$ cat config.mk
export PLATFORM = sky130hd
export DESIGN_NAME = dcr_sqrt
export DESIGN_NICKNAME = d
export VERILOG_FILES = /design/src/dcr_pkg.sv /design/src/dcr_sqrt.sv
export SDC_FILE = /design/constraint.sdc
export NUM_CORES = 1
export LEC_CHECK = 0
export BUFFER_PORTS_ARGS = -buffer_cell sky130_fd_sc_hd__buf_2
export CORE_MARGIN = 8
export CORE_UTILIZATION = 30
export CTS_BUF_LIST = sky130_fd_sc_hd__clkbuf_8 sky130_fd_sc_hd__clkbuf_16
export CTS_CLUSTER_SIZE = 28
export DETAILED_ROUTE_END_ITERATION = 16
export HOLD_SLACK_MARGIN = 0.02
export PLACE_DENSITY = 0.41
export SLEW_MARGIN = 20
export SYNTH_ARGS = -nofsm -noshare
export SYNTH_HDL_FRONTEND = slang
export SYNTH_SLANG_ARGS = --single-unit
export TNS_END_PERCENT = 1
$ cat constraint.sdc
create_clock -name clk -period 5.4 [get_ports clk]
set_input_delay 0.27 -clock clk [delete_from_list [all_inputs] [get_ports clk]]
set_output_delay 0.27 -clock clk [all_outputs]
set_load 0.02 [all_outputs]
$ cat src/dcr_pkg.sv
`timescale 1ns / 1ps
// ----------------------------------------------------------------------------
// dcr_pkg
// Widths, stage counts and helpers shared by the disk collision response.
// ----------------------------------------------------------------------------
package dcr_pkg;

    localparam int CW          = 16;            // coordinate / velocity width
    localparam int MASS_W      = 16;
    localparam int RAD_W       = 15;
    localparam int DX_W        = CW + 1;        // centre difference
    localparam int PROD_W      = 2 * CW + 1;    // velocity * difference
    localparam int D2_W        = 2 * CW + 2;    // squared distance
    localparam int S_W         = 2 * CW + 2;    // dot product, signed
    localparam int DMAG_W      = 2 * CW + 2;    // |S_b - S_a|
    localparam int MSUM_W      = MASS_W + 1;    // mass sum, also 2 * mass
    localparam int HALF_W      = DMAG_W / 2;    // split point of the wide multiply
    localparam int PP_W        = MSUM_W + HALF_W;
    localparam int NUM_W       = DMAG_W + MSUM_W; // divider dividend
    localparam int DEN_W       = D2_W;          // divider divisor
    localparam int QA_W        = DMAG_W;        // |q_a| <= 2 * |S_b - S_a|
    localparam int ROOT_W      = D2_W / 2;
    localparam int OVL_W       = CW + 2;
    localparam int OVL_MAG_W   = CW + 1;
    localparam int SAT_W       = NUM_W + 2;
    localparam int DIV_STEPS   = NUM_W;
    localparam int SQRT_STEPS  = ROOT_W;
    localparam int SQRT_TAP    = DIV_STEPS - SQRT_STEPS - 1;

    // clamp a wide signed value to the coordinate range
    function automatic logic [CW-1:0] sat_cw(input logic signed [SAT_W-1:0] v);
        logic [CW-1:0] r;
        if (!v[SAT_W-1] && (|v[SAT_W-2:CW-1]))
            r = {1'b0, {(CW-1){1'b1}}};
        else if (v[SAT_W-1] && !(&v[SAT_W-2:CW-1]))
            r = {1'b1, {(CW-1){1'b0}}};
        else
            r = v[CW-1:0];
        return r;
    endfunction

    // base + (+/- magnitude), saturated
    function automatic logic [CW-1:0] add_sat(input logic [NUM_W-1:0] mag,
                                              input logic neg,
                                              input logic signed [CW-1:0] base);
        logic signed [SAT_W-1:0] m;
        logic signed [SAT_W-1:0] s;
        m = signed'({2'b00, mag});
        if (neg)
            m = -m;
        s = m + SAT_W'(base);
        return sat_cw(s);
    endfunction

endpackage

$ cat src/dcr_sqrt.sv
`timescale 1ns / 1ps
// ----------------------------------------------------------------------------
// dcr_sqrt
// Integer floor square root, one root bit per pipeline stage.
// ----------------------------------------------------------------------------
module dcr_sqrt import dcr_pkg::*;
(
    input  logic              clk,
    input  logic              en,
    input  logic [D2_W-1:0]   x,
    output logic [ROOT_W-1:0] root
);

    localparam int REM_W = ROOT_W + 2;
    localparam int TR_W  = REM_W + 2;

    typedef struct packed {
        logic [REM_W-1:0]  rem;
        logic [D2_W-1:0]   x;
        logic [ROOT_W-1:0] root;
    } sq_stage_t;

    function automatic sq_stage_t sq_step(input sq_stage_t s);
        logic [TR_W-1:0] trial;
        logic [TR_W-1:0] t;
        sq_stage_t       r;
        trial = {s.rem, s.x[D2_W-1:D2_W-2]};
        t     = TR_W'({s.root, 2'b01});
        r     = s;
        r.x   = {s.x[D2_W-3:0], 2'b00};
        if (trial >= t)
        begin
            r.rem  = REM_W'(trial - t);
            r.root = {s.root[ROOT_W-2:0], 1'b1};
        end
        else
        begin
            r.rem  = trial[REM_W-1:0];
            r.root = {s.root[ROOT_W-2:0], 1'b0};
        end
        return r;
    endfunction

    sq_stage_t stage_reg [SQRT_STEPS];
    sq_stage_t init;

    assign init = '{rem: '0, x: x, root: '0};

    for (genvar i = 0; i < SQRT_STEPS; i++)
    begin : g_stage
        if (i == 0)
        begin : g_first
            always_ff @(posedge clk)
            begin
                if (en)
                    stage_reg[i] <= sq_step(init);
            end
        end
        else
        begin : g_rest
            always_ff @(posedge clk)
            begin
                if (en)
                    stage_reg[i] <= sq_step(stage_reg[i-1]);
            end
        end
    end

    assign root = stage_reg[SQRT_STEPS-1].root;

endmodule

==> results of run 1 <==
worst paths after layout:
kind,startpoint,end,slack (ps),depth (start not counted)
setup / recovery,stage_reg[0][946]$_DFFE_PP_,stage_reg[0][1008]$_DFFE_PP_,2020,9
hold / removal,en,stage_reg[0][19]$_DFFE_PP_,190,1
setup reg to reg,stage_reg[0][946]$_DFFE_PP_,stage_reg[0][1008]$_DFFE_PP_,2020,9
hold reg to reg,stage_reg[0][171]$_DFFE_PP_,stage_reg[0][241]$_DFFE_PP_,410,0
per-layer routing:
metal | vias to the layer above | GRT usage [%]
met4 | 0 | 3.55
met5 | - | 0
met3 | 102 | 1.90
met1 | 8910 | 13.6
li1 | 9419 | -
met2 | 351 | 16.5
placed cells by master, fill, tap and decap left out, types with 23 or more instances in the layout:
master         instances
a21o_1                41
a21oi_1              156
buf_2                 51
clkbuf_16             82
dlygate4sd3_1         35
edfxtp_1             707
ha_1                 171
inv_1                227
nand2_1              153
nand2b_1              30
nand3_1               43
nand4_1               23
nor2_1               165
nor2b_1               29
nor3_1                48
nor4_1                37
o21a_1                33
o21ai_0              112
xnor2_1              122
xor2_1                91
cell families after synthesis:
kind of cell               synth area share [%]
xor gates and xnor gates                   5.72
adders and majority gates                  6.56
muxes                                     0.914
and+or+nand+nor                            9.57
buffers and inverters                      3.18
DFF                                        65.1
other                                    0.0115
AOI/OAI and AO/OA                          8.92
repair_timing:
| item | 4_1_cts | 5_1_grt |
|---|---|---|
| hold endpoints to repair | 35 | 0 |
| gates resized for setup | 0 | 0 |
| hold buffers | 35 | 0 |
power groups by stage:
stage	registers, mW	logic [mW]	clock network, mW
3_3_place_gp	7.24	1.97	0
5_1_grt	7.18	2.29	5.84
2_1_floorplan	7.09	1.49	0
3_5_place_dp	7.24	2.01	0
4_1_cts	7.13	2.04	5.64
6_report	7.12	2.03	5.38
final cells by class:
class	count	share of cell area (%)
repair buffers	101	2.10
clock buffers	82	5.46
flip-flops and latches	707	56.5
clock inverters	67	1.55
well taps	1414	4.71
inverters	211	2.11
multi-input cells	1506	27.5
==> results.py, run 1 <==
metrics = {
    "timing": {
        "setup_viol": 0,
        "whs_ps": 191,
        "tightest_slew_ps": 982,
        "timing.fmax_mhz": 296,
        "setup_tns_ps": 0,
        "rsz0062_at_grt": "no",
        "relSlewSlack_pct": 34.5,
        "report.final.slew_viol_count": 0,
        "period_share_pct": 62.6,
        "skew_ps": 28.9,
        "hold_viol_final": 0,
        "fin_ws_ps": 2020,
        "fin_crit_ps": 3380,
    },
    "cells_and_area": {
        "utilization_pct": 34.7,
        "largest_reg_flops": 707,
        "n_fill_cell": 10400,
        "multi_input_area_mm2": 0.0103,
        "finalNonFillerCells": 4088,
        "antenna_cells": 0,
        "areaGrowthSynthToFinish_pct": 15.2,
        "design_area_mm2": 0.0376,
        "drive_gt1_share_pct": 8.60,
        "seqCellArea_mm2": 0.0212,
        "final_nets": 2815,
    },
    "synth": {
        "synth_ff_type": "edfxtp_1",
        "syn_area_mm2": 0.0326,
        "synth_nets": 2679,
        "avgSynthCellArea_um2": 13.2,
        "seq_area_frac_synth_pct": 65.1,
        "ys_ff_latch": 707,
        "synth_top_cell_area_share_pct": 65.1,
        "yosysWarnings": 0,
        "synth_area_leaders": "edfxtp_1, ha_1, xnor2_1, xor2_1, inv_1",
        "yosysTopAreaCell": "edfxtp_1",
        "synth_edf_count": 707,
        "yosysUniqueCellTypes": 76,
        "async_flop_share_pct": 0,
        "synthTopCellsByCount": "edfxtp_1, inv_1, ha_1",
        "syn_inst": 2472,
        "yosysMostFrequentCell": "edfxtp_1",
    },
    "drt": {
        "drt_wl_total_mm": 62.3,
        "dr.max_layer_used": "met4",
        "drtIter0Drc": 1243,
        "wl_met3_mm": 2.68,
        "drc": 0,
        "wl_met1_mm": 29.7,
        "wl_met2_mm": 28.4,
        "drtPass1Iterations": 5,
        "wl_per_cell_um": 15.2,
        "ant_nets": 0,
        "num_vias": 18800,
        "viasPerCell": 4.59,
    },
    "worst_setup_path": {
        "slowest_stage": "nor4_1",
        "crit_family": "simple AND/OR/NAND/NOR gates",
        "crit_path_end_kind": "flop",
        "cp_max_fo": 19,
        "critPathKind": "flop to flop",
        "critPathMaxStageDelay_ps": 810,
        "worstPathArrival_ps": 3720,
        "crit_buf_inv": 2,
        "crit_required_ps": 5740,
        "cp_cell_sequence": "ha_1, nand3_1, nor4_1, nor4b_1, o211ai_1, buf_4, inv_1, nand2_1, o21ai_0",
        "crit_path_start_kind": "flop",
    },
    "power": {
        "p_comb_share_pct": 14.0,
        "p_sw_mw": 3.67,
        "p_seq_share_pct": 49.0,
        "power.internal_mw": 10.9,
        "peakVddDrop_uv": 215,
        "power.total_mw": 14.5,
        "swShare_pct": 25.3,
        "p_leak_nw": 14.3,
        "pwr-share-clk_pct": 37.0,
        "power_per_cell_area_mw_per_mm2": 387,
    },
    "cts": {
        "insertion_delay_ps": 630,
        "cts.clk_slew.worst_paths_ps": 60,
        "cts.sinks": 707,
        "cts_root_buf": "clkbuf_16",
        "h-tree-depth": 3,
        "cts-buffers-inserted": 81,
        "clock_path_buffers": 3,
        "post_cts_buffers": 0,
        "cts_tree": "yes",
    },
    "placement": {
        "dp_hpwl_mm": 43.3,
        "port_buffers": 52,
        "placed_cells": 3904,
        "post-place-ws_ps": 2130,
        "placed_cell_area_mm2": 0.0346,
        "gp_congestion": 0.844,
    },
    "floorplan": {
        "io_pins": 53,
        "start_util_pct": 30.1,
        "row_count": 121,
        "core_area_mm2": 0.108,
        "die_w_um": 346,
        "die_area_mm2": 0.119,
        "die_h_um": 346,
    },
    "grt": {
        "track_usage_pct": 10.2,
        "grt_pass1_vias": 19000,
        "grt_pass1_wl_mm": 101,
        "grt_overflow": 0,
        "grt_max_degree": 134,
        "grt_antenna_before_repair": 0,
    },
    "outcome": {
        "status": "complete, no violations",
    },
    "hold_path": {
        "hold_class": "input pin to flop",
    },
    "flow_run": {
        "drv_cap": 0,
    },
}
Note: power is estimated with default switching activity, not from simulation.
==> run 2: changes to the inputs <==
clock period = 3.15 ns   (was 5.4 ns; I/O delays follow)
==> results.py, run 2 (synthesis gave the netlist of run 1 again) <==
metrics = {
    "floorplan": {
        "die_h_um": 346,
        "core_area_mm2": 0.108,
        "start_util_pct": 30.1,
        "die_area_mm2": 0.119,
        "die_w_um": 346,
        "row_count": 121,
        "io_pins": 53,
    },
    "cts": {
        "cts_tree": "yes",
        "h-tree-depth": 3,
        "cts.sinks": 707,
        "cts-buffers-inserted": 83,
        "cts.clk_slew.worst_paths_ps": 60,
        "insertion_delay_ps": 620,
        "clock_path_buffers": 3,
        "cts_root_buf": "clkbuf_16",
    },
    "timing": {
        "timing.fmax_mhz": 335,
        "relSlewSlack_pct": 57.1,
        "tightest_slew_ps": 637,
        "report.final.slew_viol_count": 0,
        "setup_tns_ps": 0,
        "setup_viol": 0,
        "fin_crit_ps": 2980,
        "rsz0062_at_grt": "no",
        "hold_viol_final": 0,
        "skew_ps": 24.4,
        "period_share_pct": 94.7,
    },
    "grt": {
        "grt_antenna_before_repair": 1,
        "grt_pass1_wl_mm": 102,
        "track_usage_pct": 10.3,
        "grt_max_degree": 92,
        "grt_overflow": 0,
        "grt_pass1_vias": 19500,
    },
    "placement": {
        "gp_congestion": 0.835,
        "dp_hpwl_mm": 44.7,
        "port_buffers": 52,
    },
    "worst_setup_path": {
        "crit_path_end_kind": "flop",
        "cp_max_fo": 5,
        "worstPathArrival_ps": 3360,
        "crit_required_ps": 3520,
        "crit_path_start_kind": "flop",
        "critPathKind": "flop to flop",
    },
    "power": {
        "power_per_cell_area_mw_per_mm2": 655,
        "power.total_mw": 24.9,
        "p_leak_nw": 14.5,
        "peakVddDrop_uv": 335,
    },
    "drt": {
        "drtPass1Iterations": 5,
        "drt_wl_total_mm": 62.5,
        "wl_per_cell_um": 15.1,
        "drc": 0,
        "drtIter0Drc": 1218,
        "num_vias": 18900,
        "viasPerCell": 4.59,
        "ant_nets": 0,
    },
    "outcome": {
        "status": "complete, no violations",
    },
    "cells_and_area": {
        "multi_input_area_mm2": 0.0104,
        "seqCellArea_mm2": 0.0212,
        "mostFrequentLayoutCells": "edfxtp_1, inv_1, ha_1, nor2_1, a21oi_1",
        "final_nets": 2858,
        "drive_gt1_share_pct": 9.76,
        "antenna_cells": 0,
        "areaGrowthSynthToFinish_pct": 16.6,
        "largest_reg_flops": 707,
        "final_common_cell": "edfxtp_1",
        "n_fill_cell": 10500,
    },
    "hold_path": {
        "hold_class": "input pin to flop",
    },
    "flow_run": {
        "drv_cap": 0,
    },
}
## run 2: power by group
part           switching, mW  internal, mW  leakage (nW)
Sequential             0.567          11.6          6.77
Combinational           1.98          1.55          6.40
Clock                   3.79          5.39          1.38
## run 2: worst paths after layout
check        slack, ps  depth (start not counted)                           to                         from
min reg2reg        410                          0  stage_reg[0][233]$_DFFE_PP_  stage_reg[0][163]$_DFFE_PP_
max                170                          8  stage_reg[0][942]$_DFFE_PP_  stage_reg[0][868]$_DFFE_PP_
max reg2reg        170                          8  stage_reg[0][942]$_DFFE_PP_  stage_reg[0][868]$_DFFE_PP_
min                240                          2   stage_reg[0][21]$_DFFE_PP_                         x[4]
## run 2: cell type report
cell class	count	area share [%]
flip-flops and latches	707	55.9
multi-input cells	1506	27.3
clock buffers	85	5.60
well taps	1414	4.66
repair buffers	142	3.23
inverters	211	2.08
clock inverters	64	1.32
## run 2: worst max-delay path, stage by stage (launching register included)
cell	delay, ps
edfxtp_1	390
ha_1	360
a21oi_1	260
o21bai_1	90
a41o_1	290
o41a_1	480
a31oi_2	380
inv_2	160
mux2_2	300
## run 2: through the flow
step                      setup slack [ps]  utilization, %  cell area, um^2  hold slack (ps)  instances
after floorplan                        396               -            32600              256       2472
after global placement                 118            32.3            35000              335       3942
after detailed placement              42.9            32.3            35000              336       3942
after CTS                             81.2            35.1            38000              167       4127
after global routing                  1.63            35.1            38000              198       4129
final                                  167            35.1            38000              241       4129
## run 2: metal layers
metal / wire (um) / vias up / track usage (%)
met2: 28300 / 361 / 16.7
li1: - / 9492 / -
met4: 1660 / 2 / 3.76
met1: 29600 / 8968 / 13.7
met5: 20 / - / 0
met3: 2910 / 115 / 2.08
## run 2: timing repair
item,4_1_cts,5_1_grt
gates resized for setup,1,3
hold buffers,36,0
hold endpoints to repair,81,0
pin swaps,0,1
endpoints found under the setup margin,1,11
buffers inserted,0,2
